`src/rtl/core/hspd_pkg.sv`:
```
// Package for the humidity sensor pulse decoder core.
// Holds the shared types, codes and constants; no dependencies.
`default_nettype none

package hspd_pkg;

  // Frame geometry
  localparam int unsigned HSPD_BYTE_W      = 8;
  localparam int unsigned HSPD_FRAME_W     = 40;
  localparam int unsigned HSPD_IDX_W       = 6;
  localparam int unsigned HSPD_QUEUE_DEPTH = 2;

  localparam logic [HSPD_IDX_W-1:0] HSPD_LAST_BIT   = 6'd39;
  localparam logic [HSPD_IDX_W-1:0] HSPD_NO_BAD_BIT = 6'd40;

  // Configuration reset values
  localparam logic [HSPD_BYTE_W-1:0] HSPD_MIN_WIDTH_RST = 8'd24;
  localparam logic [HSPD_BYTE_W-1:0] HSPD_MAX_WIDTH_RST = 8'd77;
  localparam logic [HSPD_BYTE_W-1:0] HSPD_ONE_THR_RST   = 8'd49;

  // Configuration register indexes
  typedef enum logic [1:0] {
    CFG_MIN_WIDTH     = 2'd0,
    CFG_MAX_WIDTH     = 2'd1,
    CFG_ONE_THRESHOLD = 2'd2,
    CFG_SENSOR_KIND   = 2'd3
  } hspd_cfg_idx_e;

  // Input command codes
  typedef enum logic {
    CMD_PULSE       = 1'b0,
    CMD_NO_RESPONSE = 1'b1
  } hspd_cmd_e;

  // Sensor data formats
  typedef enum logic {
    KIND_BYTE_TENTHS = 1'b0,
    KIND_WORD_TENTHS = 1'b1
  } hspd_kind_e;

  // Result status codes
  typedef enum logic [1:0] {
    ST_OK        = 2'd0,
    ST_TIMEOUT   = 2'd1,
    ST_BAD_WIDTH = 2'd2,
    ST_CHECKSUM  = 2'd3
  } hspd_status_e;

  // Input beat
  typedef struct packed {
    hspd_cmd_e                cmd;
    logic [HSPD_BYTE_W-1:0]   pulse_width;
  } hspd_in_t;

  // Result beat
  typedef struct packed {
    hspd_status_e             status;
    logic [15:0]              humidity_tenths;
    logic [15:0]              temperature_tenths;
    logic [HSPD_IDX_W-1:0]    bad_bit_index;
  } hspd_out_t;

  // Configuration seen by the front end
  typedef struct packed {
    logic [HSPD_BYTE_W-1:0]   min_width;
    logic [HSPD_BYTE_W-1:0]   max_width;
    logic [HSPD_BYTE_W-1:0]   one_threshold;
  } hspd_cfg_t;

  // Classified pulse held in the queue
  typedef struct packed {
    logic                     no_resp;
    logic                     bad;
    logic                     bit_val;
  } hspd_entry_t;

  // Completed frame handed to the report stage
  typedef struct packed {
    logic                     no_resp;
    logic [HSPD_IDX_W-1:0]    first_bad;
    logic [HSPD_FRAME_W-1:0]  bits;
  } hspd_frame_t;

endpackage

`default_nettype wire

```
`src/rtl/core/hspd_frame.sv`:
```
// Frame assembler: counts pulses, shifts bits in and keeps the first bad index.
// Depends on hspd_pkg.
`default_nettype none

module hspd_frame
  import hspd_pkg::*;
(
  input  logic        clk_i,
  input  logic        rst_ni,
  input  logic        head_valid_i,
  input  hspd_entry_t head_i,
  output logic        pop_o,
  output logic        rec_valid_o,
  output hspd_frame_t rec_o,
  input  logic        rec_ready_i
);

  logic [HSPD_IDX_W-1:0]   bit_count_q, bit_count_d;
  logic [HSPD_IDX_W-1:0]   first_bad_q, first_bad_d;
  logic [HSPD_FRAME_W-1:0] bits_q, bits_d;
  logic [HSPD_IDX_W-1:0]   upd_bad;
  logic [HSPD_FRAME_W-1:0] upd_bits;
  logic                    frame_end;

  // Next frame contents with the head beat folded in
  always_comb begin
    upd_bad = first_bad_q;
    if (head_i.bad && (first_bad_q == HSPD_NO_BAD_BIT)) begin
      upd_bad = bit_count_q;
    end
    upd_bits = {bits_q[HSPD_FRAME_W-2:0], head_i.bit_val};
  end

  // A no-response beat or the last pulse closes the frame
  assign frame_end   = head_valid_i && (head_i.no_resp || (bit_count_q == HSPD_LAST_BIT));
  assign rec_valid_o = frame_end;
  assign pop_o       = head_valid_i && (!frame_end || rec_ready_i);

  always_comb begin
    rec_o.no_resp   = head_i.no_resp;
    rec_o.first_bad = upd_bad;
    rec_o.bits      = upd_bits;
  end

  // State update
  always_comb begin
    bit_count_d = bit_count_q;
    first_bad_d = first_bad_q;
    bits_d      = bits_q;
    if (pop_o) begin
      if (frame_end) begin
        bit_count_d = '0;
        first_bad_d = HSPD_NO_BAD_BIT;
        bits_d      = '0;
      end else begin
        bit_count_d = bit_count_q + 1'b1;
        first_bad_d = upd_bad;
        bits_d      = upd_bits;
      end
    end
  end

  always_ff @(posedge clk_i or negedge rst_ni) begin
    if (!rst_ni) begin
      bit_count_q <= '0;
      first_bad_q <= HSPD_NO_BAD_BIT;
      bits_q      <= '0;
    end else begin
      bit_count_q <= bit_count_d;
      first_bad_q <= first_bad_d;
      bits_q      <= bits_d;
    end
  end

`ifndef ASSERT_OFF
  a_count_range: assert property (@(posedge clk_i) disable iff (!rst_ni)
    bit_count_q <= HSPD_LAST_BIT)
    else $error("pulse count beyond frame length");
  a_bad_before_count: assert property (@(posedge clk_i) disable iff (!rst_ni)
    (first_bad_q == HSPD_NO_BAD_BIT) || (first_bad_q < bit_count_q))
    else $error("first bad index not behind pulse count");
`endif

endmodule

`default_nettype wire

```
`config.mk`:
```
export PLATFORM = sky130hd
export DESIGN_NAME = hspd_frame
export DESIGN_NICKNAME = d
export VERILOG_FILES = /design/src/rtl/core/hspd_pkg.sv /design/src/rtl/core/hspd_frame.sv
export SDC_FILE = /design/constraint.sdc
export NUM_CORES = 1
export LEC_CHECK = 0
export BUFFER_PORTS_ARGS = -buffer_cell sky130_fd_sc_hd__buf_2
export CAP_MARGIN = 20
export CORE_ASPECT_RATIO = 1.2
export CORE_MARGIN = 2
export CORE_UTILIZATION = 46
export CTS_CLUSTER_SIZE = 40
export DETAILED_ROUTE_END_ITERATION = 8
export PLACE_DENSITY = 0.81
export SYNTH_ARGS = -nofsm -noshare
export SYNTH_HDL_FRONTEND = slang
export SYNTH_SLANG_ARGS = --single-unit
```
`constraint.sdc`:
```
create_clock -name clk_i -period 2.1 [get_ports clk_i]
set_clock_uncertainty 0.15 [all_clocks]
set_input_delay 0.63 -clock clk_i [delete_from_list [all_inputs] [get_ports clk_i]]
set_output_delay 0.63 -clock clk_i [all_outputs]
set_load 0.005 [all_outputs]
```
After elaboration in Yosys (flattened, before gate mapping)
Index checks and enable logic that the tools add are counted.
{"block": "word_totals", "word_cells": 16, "ff_bits": 51, "in_bits": 7}
{"block": "op_classes", "n_reduce_logical": 6, "mux": 4, "eq_ne": 2, "add_sub_neg": 1}
{"op": "39-bit two-way mux", "n": 1}
{"op": "6-bit two-way mux", "n": 3}
{"op": "6-bit equality test, second input constant", "n": 2}
{"op": "6-bit by 1-bit adder with 6-bit output, second input constant", "n": 1}
{"op": "1-bit logical AND", "n": 3}
{"op": "1-bit logical OR", "n": 2}
{"op": "1-bit zero test", "n": 1}

Depth between registers and ports, before layout
Gate-level depths: netlist (run 1).
{"block": "logic_depth", "word_depth": 6, "ltp_mapped": 7, "depth_no_buf": 6}

Worst setup path after synthesis (run 1)
Ideal clock, no wire load.
{"block": "synth_timing", "kind": "register to output", "startpoint": "reg bit_count_q[4]", "endpoint": "out pop_o", "t_required_ps": 1320, "path_buffers": 1, "path_slack_ps": -102, "t_arrival_ps": 1422, "path_stages_with_launch": 6, "cell_sequence": "dfrtp_1 -> or3b_1 -> o21a_1 -> buf_6 -> a21oi_4 -> inv_2"}
{"block": "synth_between", "elab_chain_cells": 6}
{"element": "start: declaration", "line_no": "hspd_frame.sv:18", "rtl": "logic [HSPD_IDX_W-1:0] bit_count_q, bit_count_d;"}
{"element": "start signal: assignment", "line_no": "hspd_frame.sv:69", "rtl": "bit_count_q <= bit_count_d;"}
{"element": "6-bit equality test", "line_no": "hspd_frame.sv:35", "rtl": "assign frame_end = head_valid_i && (head_i.no_resp || (bit_count_q == HSPD_LAST_BIT));"}
{"element": "1-bit logical OR", "line_no": "hspd_frame.sv:35"}
{"element": "1-bit logical AND", "line_no": "hspd_frame.sv:35"}
{"element": "1-bit zero test", "line_no": "hspd_frame.sv:37", "rtl": "assign pop_o = head_valid_i && (!frame_end || rec_ready_i);"}
{"element": "1-bit logical OR", "line_no": "hspd_frame.sv:37"}
{"element": "1-bit logical AND", "line_no": "hspd_frame.sv:37"}
{"element": "end: declaration", "line_no": "hspd_frame.sv:12", "rtl": "output logic pop_o,"}
Every way passes these cells.

==> summary by stage, run 1 <==
Timing
Counting I/O delays and the setup requirement, the final critical path takes roughly 2500 ps. The total count of hold-check failures in the final report is 0. The maximum frequency from static timing analysis is roughly 0.40 GHz.

The number of pins with negative max-slew slack in the final report is 0. The worst slew slack as a fraction of its limit is approximately 70%. At the pin with the least slew margin, the transition time is roughly 450 ps. Setup repair after global routing could not meet its margin everywhere.

Dividing the final minimum period by the clock period gives 118%. The number of setup violations in the final report is 8. The final worst slack is -379 ps.

For the final routed database, the setup TNS stands at -2410 ps. Across all hold checks on the routed design, the worst slack comes to 140 ps.

Cells and area
The total number of nets in the final design is 230. The repair_antennas step left the layout with diodes totalling 0. The growth of design area from synthesis to finish is 27.2%.

The post-route core utilization is 61.0%. Of the cells placed in the final design, the portion with a size suffix greater than 1 is 40.8%. The filler cells instantiated in the layout total 387.

For this run, the number of standard cells in the final layout without fillers is about 280.

Place
The cell count after placement is 269. Routability-driven placement finished with a final weighted congestion of about 0.73. Input and output buffers added on the ports amount to 55. The HPWL reported at the end of detailed placement is approximately 2.9 mm.

At the placement stage, the worst setup path has a slack of -222 ps.

Setup path
In this run the worst path has a maximum fanout of 2. The worst register-to-register path ends at bit_count_q[2]$_DFFE_PN0P_. The cell type group with the largest total delay on the critical path is simple AND/OR/NAND/NOR gates.

The category of the critical setup timing path is reg2out. In this run the critical register-to-register path is launched from bit_count_q[4]$_DFFE_PN0P_. For the worst setup path, the data arrival time is roughly 1700 ps.

The number of buffers and inverters on the critical path is 1. The critical path goes through nand4b_1 -> or4_4 -> o21a_1 -> buf_2. The largest single stage delay on the critical path is about 540 ps.

The endpoint class of the critical path is an output pin. Measured in cells, the most critical reg-to-reg path has a length of 5. At the worst endpoint, the required time is around 1300 ps. The worst setup path is launched from a register. The slowest stage of the critical path is the sky130_fd_sc_hd__dfstp_2 cell. The worst register-to-register path has a setup slack of roughly 10 ps.

Global routing
The number of antenna violations at the first check in global routing came to 0. The via count of the first global-routing pass is ~1500. The largest net degree at the start of global routing is 52. The first global-routing pass estimated about 7.2 mm of wire. Global routing used a little under a fifth of the available tracks. Summed over all layers, the global routing overflow is 0.

Route
After detailed routing, the average wire length per cell comes to 15.8 µm. After the first detailed-routing iteration, the DRC count stood at just under 80. The routed design has roughly 4.4 mm of wire. The number of nets still failing antenna checks after routing is 0. The detailed-router iteration count before antenna repair is 4. The total via count in the routed design is about 1500. The total DRC errors in the routed layout is 0. In the routed layout, each cell is associated on average with a via count of around 5.5.

Logic synthesis
Counting flops and latches in the post-synthesis netlist gives 51. The post-synth design cell area is around 2100 µm². After synthesis, flip-flops and latches occupy 62.1% of the total area. The number of distinct standard cells referenced by the synthesized netlist is 37. Counting every instance in the synthesized netlist gives between 150 and 200. The total of warnings raised by yosys is 0. The number of nets in the synthesized netlist is about 160.

The synthesized area per cell is about 13 µm².

Die
The starting utilization of the core area is 48.0%. The die span in y is 77.3 µm. In this run the horizontal extent of the chip is approximately 65 µm. The initialized floorplan defines 26 standard-cell rows. In this run the count of I/O pins placed on the die edge is 56.

The full die area is 5030 µm². The core area is ~4300 µm².

Power and ir drop
The share of total power dissipated in combinational logic is around a fifth. VDD sags by at most ~0.00052 V. The clock network is responsible for 30.5% of the overall power. Power spread over the standard cell area amounts to between 800 and 900 nW/µm². Cell internal power was estimated by the tool at roughly 1.6 mW. In this run the power spent charging and discharging nets is between 500 and 600 µW.

The share of total power in sequential cells is 50.6%. The analysis attributes to cell leakage a power of between 1 and 1.5 nW. The switching fraction of total power is between 20 and 30%.

Hold path
The worst hold path belongs to the class in2async.

Clock network
The number of buffers inserted during clock tree synthesis is 5. The clock transition at the registers of the reported paths is about 90 ps. The number of buffers inserted by hold repair at cts is 0. In this run the number of H-tree levels came out at 2. The maximum number of buffers from clock root to sink is 2. The latest clock arrival within the worst-skew pair is about 300 ps. The cell sitting at the root of the clock tree is a sky130_fd_sc_hd__clkbuf_8. The number of sinks handled by clock tree synthesis is 51. TritonCTS built the clock tree.

Flow run
Across the run, the number of max-cap violations was 0.

Run status
The checks that failed: setup timing. The run finished, with violations left.
## worst reg2reg max path, stage by stage, from the launching register on
cell and delay (ps):
sky130_fd_sc_hd__dfrtp_1 390, sky130_fd_sc_hd__or3b_4 420, sky130_fd_sc_hd__o21a_1 230, sky130_fd_sc_hd__buf_4 140, sky130_fd_sc_hd__buf_4 250, sky130_fd_sc_hd__a221o_1 390
## stage by stage
step                power (mW)  instance area (µm²)
floorplan                 1.31                 2070
global placement          1.48                 2460
detailed placement        1.49                 2460
CTS                       2.16                 2610
global route              2.26                 2620
finish                    2.16                 2620
## Yosys cell counts
library cell	instances	area share, %
sky130_fd_sc_hd__or3_1	1	0.30
sky130_fd_sc_hd__or2_0	1	0.30
sky130_fd_sc_hd__o21ba_2	1	0.49
sky130_fd_sc_hd__and3_1	1	0.30
sky130_fd_sc_hd__o211ai_1	1	0.36
sky130_fd_sc_hd__ha_1	1	0.61
sky130_fd_sc_hd__or4_1	1	0.36
sky130_fd_sc_hd__buf_6	5	2.7
sky130_fd_sc_hd__nor4_1	1	0.30
sky130_fd_sc_hd__inv_2	1	0.18
sky130_fd_sc_hd__dfrtp_1	49	60
sky130_fd_sc_hd__a22o_1	44	19
sky130_fd_sc_hd__a221o_1	1	0.49
sky130_fd_sc_hd__a211o_1	1	0.43
sky130_fd_sc_hd__dfstp_2	2	2.6
sky130_fd_sc_hd__nand3_1	3	0.73
sky130_fd_sc_hd__o31ai_1	1	0.36
sky130_fd_sc_hd__clkbuf_1	6	1.1
sky130_fd_sc_hd__and2_1	1	0.30
sky130_fd_sc_hd__nor2b_1	3	0.91
sky130_fd_sc_hd__or2_2	1	0.30
sky130_fd_sc_hd__inv_1	3	0.55
sky130_fd_sc_hd__mux2i_1	1	0.49
sky130_fd_sc_hd__nor3b_1	1	0.36
sky130_fd_sc_hd__nand2_1	4	0.73
sky130_fd_sc_hd__o21ai_1	2	0.49
sky130_fd_sc_hd__o21ai_0	1	0.24
sky130_fd_sc_hd__a21o_1	4	1.5
sky130_fd_sc_hd__buf_4	2	0.73
sky130_fd_sc_hd__nor2_1	2	0.36
sky130_fd_sc_hd__a21oi_1	1	0.24
sky130_fd_sc_hd__nand4b_1	1	0.43
sky130_fd_sc_hd__nor3_1	1	0.24
sky130_fd_sc_hd__or3b_1	1	0.43
sky130_fd_sc_hd__a21oi_4	1	0.79
sky130_fd_sc_hd__o21a_1	2	0.73
sky130_fd_sc_hd__a22oi_1	1	0.36
## kinds of logic after synthesis
| kind of cell | after synthesis | share of synthesized area (%) |
|---|---|---|
| AOI/OAI and AO/OA | 61 | 25.2 |
| adders and majority gates | 1 | 0.607 |
| buffers and inverters | 17 | 5.28 |
| muxes | 1 | 0.486 |
| DFF | 51 | 62.1 |
| and+or+nand+nor | 23 | 6.38 |
## cell usage in the layout (no fill, tap or decap), types with 3 or more instances in the layout
cell	Yosys	routed
sky130_fd_sc_hd__clkbuf_8	0	5
sky130_fd_sc_hd__buf_4	2	17
sky130_fd_sc_hd__a21o_1	4	4
sky130_fd_sc_hd__a22o_1	44	44
sky130_fd_sc_hd__inv_1	3	3
sky130_fd_sc_hd__nor2b_1	3	3
sky130_fd_sc_hd__buf_2	0	54
sky130_fd_sc_hd__nand3_1	3	3
sky130_fd_sc_hd__dfrtp_1	49	49
sky130_fd_sc_hd__nand2_1	4	4
## sequential cells by signal, indices dropped and copies added (netlist names)
register	flops
bits_q	39
bit_count_q	6
first_bad_q	6
## metal layers
layer / part of all wire (%) / GRT usage, % / vias up
li1: - / - / 713
met1: 45 / 24.3 / 782
met2: 49 / 30.3 / 45
met3: 4.2 / 3.96 / 6
met4: 1.2 / 6.46 / 0
met5: 0 / 0 / -
## worst max-delay path by stage
stage / startpoint / end / slack (ps) / cells past startpoint
floorplan: bit_count_q[4]$_DFFE_PN0P_ / pop_o / -100 / 5
global placement: head_i[1] / rec_o[43] / -210 / 5
detailed placement: head_i[1] / rec_o[43] / -220 / 5
CTS: first_bad_q[3]$_DFFE_PN1P_ / rec_o[43] / -380 / 4
global route: first_bad_q[5]$_DFFE_PN1P_ / rec_o[43] / -450 / 4
finish: first_bad_q[5]$_DFFE_PN1P_ / rec_o[43] / -380 / 4
## area by class of cell
type | count | area, µm² | area share (%)
repair buffers | 74 | 444 | 17.0
clock buffers | 7 | 76.3 | 2.91
well taps | 56 | 70.1 | 2.67
flip-flops and latches | 51 | 1280 | 48.8
multi-input cells | 86 | 706 | 26.9
clock inverters | 1 | 30.0 | 1.15
inverters | 4 | 15.0 | 0.573
## repair_timing
item / 4_1_cts / 5_1_grt
pin swaps: 6 / 1
buffers inserted: 2 / 2
gates resized for setup: 6 / 2
setup endpoints to repair: 14 / 33
endpoints found under the hold margin: 0 / 0
## power by group through the flow
stage          logic, mW  clock network [mW]  registers, mW
2_1_floorplan      0.202                   0           1.10
3_3_place_gp       0.373                   0           1.10
3_5_place_dp       0.382                   0           1.11
4_1_cts            0.400               0.669           1.09
5_1_grt            0.445               0.712           1.10
6_report           0.410               0.659           1.09
(Power assumes the default switching activity.)
==> run 2, diff against run 1 <==
--- a/config.mk
+++ b/config.mk
@@ -9,10 +9,10 @@
 export CAP_MARGIN = 20
 export CORE_ASPECT_RATIO = 1.2
 export CORE_MARGIN = 2
-export CORE_UTILIZATION = 46
+export CORE_UTILIZATION = 50
 export CTS_CLUSTER_SIZE = 40
 export DETAILED_ROUTE_END_ITERATION = 8
-export PLACE_DENSITY = 0.81
+export PLACE_DENSITY = 0.84
 export SYNTH_ARGS = -nofsm -noshare
 export SYNTH_HDL_FRONTEND = slang
 export SYNTH_SLANG_ARGS = --single-unit
==> constraint.sdc (replaced) <==
create_clock -name clk_i -period 2.78 [get_ports clk_i]
set_clock_uncertainty 0.15 [all_clocks]
set_input_delay 0.834 -clock clk_i [delete_from_list [all_inputs] [get_ports clk_i]]
set_output_delay 0.834 -clock clk_i [all_outputs]
set_load 0.005 [all_outputs]
==> summary by stage, run 2 (synthesis results as in run 1) <==
Cells and area
The top cell types in the final layout, fill and taps aside, are 54 x sky130_fd_sc_hd__buf_2, 48 x sky130_fd_sc_hd__dfrtp_1, 44 x sky130_fd_sc_hd__a22o_1. The diode insertion count for antenna repair is 0 (unchanged). The largest registers in the layout are bits_q x39, bit_count_q x6, first_bad_q x6. The number of flip-flops under the largest register name is 39 (unchanged).

The register with the most flip-flops is bits_q. From synthesis to final layout, the design area changed by 21.1%. The total number of nets in the final design is 219 (-4.8%).

The commonest non-fill, non-tap cell in the layout is sky130_fd_sc_hd__buf_2. The layout cell share with drive strength beyond 1 is 38.2% (-2.6 points). The summed area of non-filler cells in the final layout came to 2490 µm² (-4.8%).

Clock network
The clock transition at the registers of the reported paths was 90 ps (about the same). The maximum number of buffers from clock root to sink came to 2 (unchanged). The number of sinks handled by clock tree synthesis is 51 (unchanged). The CTS tree is yes. The latest clock arrival within the worst-skew pair is 310 ps (about the same).

Clock tree synthesis selected as its root buffer the cell sky130_fd_sc_hd__clkbuf_8. The number of buffers inserted during clock tree synthesis was 5 (unchanged). The H-tree depth is 2 (unchanged). The number of buffers inserted by hold repair at cts is 0 (unchanged).

Setup path
Traced cell by cell, the critical path runs through buf_6 -> nand4b_1 -> or4_4 -> o21a_1 -> buf_2. The end point of the critical path is rec_o[43]. The master of the slowest instance on the critical path is sky130_fd_sc_hd__or4_4. The endpoint class of the critical path is an output pin. The critical path's largest stage delay is 450 ps (-90 ps). The reg-to-reg startpoint is bit_count_q[4]$_DFFE_PN0P_. The number of cell instances on the worst register-to-register path is 5 (unchanged).

The category of the critical setup timing path is in2out. The worst-path maximum fanout is 2 (unchanged). STA classifies the critical path startpoint as an input pin. In this run the critical register-to-register path is captured at bits_q[26]$_DFFE_PN0P_. The required time of the critical path was 1800 ps (+480 ps). The worst reg-to-reg setup slack is 710 ps (+700 ps). Tracing the worst setup path back leads to its startpoint at head_i[1]. The cell type group with the largest total delay on the critical path is simple AND/OR/NAND/NOR gates. The number of buffers and inverters on the critical path was 2 (+1). The arrival time of the worst setup path came to 1790 ps (+90 ps). The number of gates on the worst path with buffers counted is 5 (+1).

Place
The weighted congestion at the end of routability-driven global placement is 0.821 (+12%). The setup slack after placement is 14.1 ps (+236 ps). The cell area reported after detailed placement is 2370 µm² (-3.6%).

The HPWL reported at the end of detailed placement was 2.80 mm (-2.6%). The count of port buffers added during placement is 55 (unchanged).

Route
The mean number of vias per cell came to 5.65 (+2.0%). The DRC violation total after the first TritonRoute iteration is 67 (-14%). The total detailed-routing wirelength is 4.25 mm (-3.6%).

The total DRC errors in the routed layout is 0 (unchanged). The average wire per cell in the routed design came to 16.0 µm (+1.2%). The number of nets still failing antenna checks after routing is 0 (unchanged). The total via count in the routed design is 1504 (-2.7%). The detailed-router iteration count before antenna repair is 4 (unchanged).

Timing
The number of setup violations in the final report is 0 (-8). The number of pins with negative max-slew slack in the final report is 0 (unchanged). The final worst slack is 3.96 ps (+383 ps). Setup repair after global routing could not meet its margin everywhere. The worst slew slack as a fraction of its limit was 58.2% (-12 points). The worst hold slack was 353 ps (+212 ps). The maximum frequency from static timing analysis is approximately 0.36 GHz. The total count of hold-check failures in the final report was 0 (unchanged). The sum of negative setup slack is 0 ps (+2410 ps). The actual slew at the worst max-slew pin is 627 ps (+180 ps). The post-route minimum period is about 2800 ps. After layout, the worst path uses 99.9% of the clock period.

Die
The die span in y came to 74.3 µm (-3.9%). The count of boundary I/O pins was 56 (unchanged). The die span in x is 62.6 µm (-3.8%). The number of placement rows is 25 (-3.8%). The full die area was 4650 µm² (-7.6%).

The core area is 3940 µm² (-8.2%). The starting utilization of the core area was 52.3% (+4.3 points).

Hold path
The min-delay analysis places its worst path in the category reg2reg.

Global routing
The global-route congestion overflow total is 0 (unchanged). The first-pass GRT wire length is 6.74 mm (-6.8%). The global-route usage over all layers is 18.6% (+0.093 points). The largest net degree at the start of global routing is 44 (-15%). The via count of the first global-routing pass was 1412 (-5.5%). The number of antenna violations at the first check in global routing came to 0 (unchanged).

Power and ir drop
The overall power of the completed layout is 1.53 mW (-30%). The cell leakage power is 1.37 nW (-4.9%). The maximum resistive drop on vdd is 0.000366 V (-29%). The ratio of total power to cell area is 611 nW/µm² (-26%).

Run status
The flow ran to the end, and the final reports show no timing, DRC or antenna violations.

Flow run
The max-cap check violation count is 0 (unchanged).
==> run 2: worst min-delay path by stage <==
| stage | start | end | slack (ps) | depth (start not counted) |
|---|---|---|---|---|
| 2_1_floorplan | first_bad_q[3]$_DFFE_PN1P_ | first_bad_q[3]$_DFFE_PN1P_ | 310 | 2 |
| 3_3_place_gp | first_bad_q[3]$_DFFE_PN1P_ | first_bad_q[3]$_DFFE_PN1P_ | 320 | 2 |
| 4_1_cts | first_bad_q[3]$_DFFE_PN1P_ | first_bad_q[3]$_DFFE_PN1P_ | 350 | 2 |
| 6_report | first_bad_q[3]$_DFFE_PN1P_ | first_bad_q[3]$_DFFE_PN1P_ | 350 | 2 |
| 5_1_grt | first_bad_q[3]$_DFFE_PN1P_ | first_bad_q[3]$_DFFE_PN1P_ | 370 | 2 |
| 3_5_place_dp | first_bad_q[3]$_DFFE_PN1P_ | first_bad_q[3]$_DFFE_PN1P_ | 340 | 2 |
==> run 2: layer usage <==
metal | global-route usage, % | up-vias | wire, µm
met4 | 8.40 | 0 | 55
li1 | - | 695 | -
met1 | 24.7 | 764 | 1960
met5 | 0 | - | 0
met2 | 29.9 | 39 | 2050
met3 | 4.08 | 6 | 179
==> run 2: final cells by class <==
class                   count  area, µm²
clock buffers               5       68.8
clock inverters             3       25.0
fillers                   347       1450
inverters                   4       15.0
multi-input cells          86        684
flip-flops and latches     51       1280
well taps                  54       67.6
repair buffers             63        354
==> run 2: tightest hold or removal path, delay by kind of cell (launching register included) <==
kind               cells  cell delay [ps]
AOI/OAI and AO/OA      1               70
DFF                    1              390
and+or+nand+nor        1               50
==> run 2: repair_timing <==
| item | 4_1_cts | 5_1_grt |
|---|---|---|
| gates cloned | 0 | 0 |
| pin swaps | 0 | 1 |
| buffers inserted | 0 | 1 |
| endpoints found under the setup margin | 2 | 7 |
| resized for setup | 2 | 3 |
==> run 2: power breakdown <==
part | internal [mW] | total (mW) | switching (mW)
Sequential | 0.791 | 0.835 | 0.0438
Combinational | 0.131 | 0.256 | 0.124
Clock | 0.180 | 0.435 | 0.255
Total | 1.10 | 1.53 | 0.423
==> run 2: stage by stage <==
step           instances  util (%)
2_1_floorplan        154         -
6_report             266      63.3
3_3_place_gp         257      60.2
5_1_grt              266      63.3
3_5_place_dp         257      60.2
4_1_cts              265      62.7
==> run 3, diff against run 2 <==
--- a/config.mk
+++ b/config.mk
@@ -9,10 +9,10 @@
 export CAP_MARGIN = 20
 export CORE_ASPECT_RATIO = 1.2
 export CORE_MARGIN = 2
-export CORE_UTILIZATION = 50
+export CORE_UTILIZATION = 51
 export CTS_CLUSTER_SIZE = 40
 export DETAILED_ROUTE_END_ITERATION = 8
-export PLACE_DENSITY = 0.84
+export PLACE_DENSITY = 0.85
 export SYNTH_ARGS = -nofsm -noshare
 export SYNTH_HDL_FRONTEND = slang
 export SYNTH_SLANG_ARGS = --single-unit
==> summary by stage, run 3 (synthesis results as in run 1) <==
Cells and area
From synthesis to final layout, the design area changed by 18.5%. The total number of nets in the final design is 218 (-0.46%). The summed area of non-filler cells in the final layout is 2440 µm² (-2.2%).

The commonest non-fill, non-tap cell in the layout is sky130_fd_sc_hd__buf_2. The largest registers in the layout are bits_q x39, bit_count_q x6, first_bad_q x6. The diode insertion count for antenna repair is 0 (unchanged). The number of flip-flops under the largest register name is 39 (unchanged). The top cell types in the final layout, fill and taps aside, are 55 x sky130_fd_sc_hd__buf_2, 48 x sky130_fd_sc_hd__dfrtp_1, 44 x sky130_fd_sc_hd__a22o_1. The post-route core utilization is 62.4% (-0.87 points). The post-route non-filler standard cell count was 263 (-1.1%).

The layout cell share with drive strength beyond 1 is 36.4% (-1.8 points). bits_q holds more flip-flops than any other register.

Place
The HPWL reported at the end of detailed placement was 2.76 mm (-1.2%). The weighted congestion at the end of routability-driven global placement came to 0.833 (+1.5%). The cell count after placement is 257 (unchanged). The count of port buffers added during placement is 55 (unchanged). The setup slack after placement is 53.3 ps (+39.1 ps).

The cell area reported after detailed placement is 2360 µm² (-0.53%).

Route
The DRC violation total after the first TritonRoute iteration is 86 (+28%). The mean number of vias per cell is 5.62 (-0.54%). The average wire per cell in the routed design is 15.5 µm (-2.8%).

The total detailed-routing wirelength was 4.09 mm (-3.9%). The total via count in the routed design is 1479 (-1.7%). The number of nets still failing antenna checks after routing is 0 (unchanged).

The detailed-router iteration count before antenna repair was 4 (unchanged). The total DRC errors in the routed layout is 0 (unchanged).

Timing
The sum of negative setup slack came to 0 ps (unchanged). The post-route minimum period is 2740 ps (-34.5 ps). The number of pins with negative max-slew slack in the final report is 0 (unchanged). The worst hold slack is 283 ps (-69.7 ps). The maximum frequency from static timing analysis was 0.365 GHz (+1.3%). The actual slew at the worst max-slew pin is 464 ps (-163 ps). The total count of hold-check failures in the final report is 0 (unchanged). The number of setup violations in the final report is 0 (unchanged). The final worst slack is 38.4 ps (+34.5 ps). Setup repair after global routing left no endpoint under its margin. The portion of the clock cycle consumed by the worst path in the final layout was 98.6% (-1.2 points).

The worst slew slack as a fraction of its limit is 68.9% (+11 points).

Power and ir drop
The maximum resistive drop on vdd is 0.000432 V (+18%). The overall power of the completed layout is 1.46 mW (-4.5%). The ratio of total power to cell area is 597 nW/µm² (-2.4%). The cell leakage power is 1.34 nW (-1.5%).

Die
The number of placement rows was 25 (unchanged). The count of boundary I/O pins is 56 (unchanged). The core area is 3910 µm² (-0.79%). The starting utilization of the core area is 52.7% (+0.42 points). The full die area is 4560 µm² (-1.8%). The die span in x is 62.0 µm (-0.92%).

The die span in y is 73.6 µm (-0.94%).

Clock network
The number of buffers inserted during clock tree synthesis is 5 (unchanged). The H-tree depth is 2 (unchanged). TritonCTS built the clock tree. The master cell of the clock root buffer is sky130_fd_sc_hd__clkbuf_8. The number of sinks handled by clock tree synthesis is 51 (unchanged). The maximum number of buffers from clock root to sink is 2 (unchanged). The latest clock arrival within the worst-skew pair came to 300 ps (about the same).

The clock transition at the registers of the reported paths is 80 ps (about the same).

Setup path
The worst register-to-register path ends at bits_q[11]$_DFFE_PN0P_. STA classifies the critical path endpoint as an output pin. The critical path's largest stage delay was 430 ps (-20 ps). The number of cell instances on the worst register-to-register path came to 5 (unchanged). The reg-to-reg startpoint is bit_count_q[4]$_DFFE_PN0P_.

The master of the slowest instance on the critical path is sky130_fd_sc_hd__or4_4. The worst setup path is launched from an input pin. The worst-path maximum fanout came to 2 (unchanged).

The cell type with the highest occurrence count on the critical path is sky130_fd_sc_hd__buf_2. The worst reg-to-reg setup slack is 740 ps (+30 ps). The critical path is of the in2out type. The arrival time of the worst setup path came to 1760 ps (-30 ps). Walking the worst path, the cells encountered are buf_2 -> nand4b_1 -> or4_4 -> o21a_1 -> buf_2. The required time of the critical path was 1800 ps (about the same).

Global routing
The number of antenna violations at the first check in global routing came to 0 (unchanged). The global-route usage over all layers is 19.7% (+1.1 points). The largest net degree at the start of global routing is 44 (unchanged). The first-pass GRT wire length is 6.59 mm (-2.3%). The global-route congestion overflow total is 0 (unchanged).

The via count of the first global-routing pass was 1385 (-1.9%).

Run status
The flow ran to the end, and the final reports show no timing, DRC or antenna violations.

Flow run
The max-cap check violation count is 0 (unchanged).

Hold path
The worst min-delay path class is in2async.
## run 3: cell types whose count changed in the layout (fill, tap and decap cells not counted), sizes merged
| cell | delta |
|---|---|
| buf | -1 |
| clkbuf | +1 |
| clkinv | -2 |
| clkinvlp | -1 |
## run 3: layer usage
metal	up-vias	GRT usage, %	wire (µm)
li1	683	-	-
met1	745	27.7	1790
met2	46	29.2	2030
met3	5	4.40	222
met4	0	8.51	38
met5	-	0	0
## run 3: what timing repair did
item,4_1_cts,5_1_grt
endpoints found under the setup margin,0,2
hold buffers,0,0
buffers inserted,0,0
gates resized for setup,0,3
## run 3: worst max-delay path by stage
| stage | from | end | slack (ps) | depth (start not counted) |
|---|---|---|---|---|
| 3_5_place_dp | head_i[1] | rec_o[43] | 50 | 5 |
| 3_3_place_gp | head_i[1] | rec_o[43] | 80 | 5 |
| 5_1_grt | head_i[1] | rec_o[43] | 5 | 5 |
| 2_1_floorplan | head_i[1] | rec_o[43] | 240 | 3 |
| 6_report | head_i[1] | rec_o[43] | 40 | 5 |
| 4_1_cts | bit_count_q[4]$_DFFE_PN0P_ | pop_o | 40 | 5 |
## run 3: area by class of cell
class                      instances  area (µm²)
clock buffer                       6        72.6
fill                             336        1470
inverter                           4        15.0
multi-input combinational         86         678
sequential                        51        1280
tap                               54        67.6
timing repair buffer              62         328
## run 3: power by group
part | total, mW | leakage, nW | internal [mW] | switching, mW
registers | 0.831 | 0.698 | 0.790 | 0.0407
clock network | 0.388 | 0.0371 | 0.168 | 0.220
logic | 0.238 | 0.609 | 0.120 | 0.118
## run 3: worst max-delay path: cells and delay by family
family          cells  cell delay [ps]
simple gates        2              550
compound gates      1              170
buf+inv             2              200
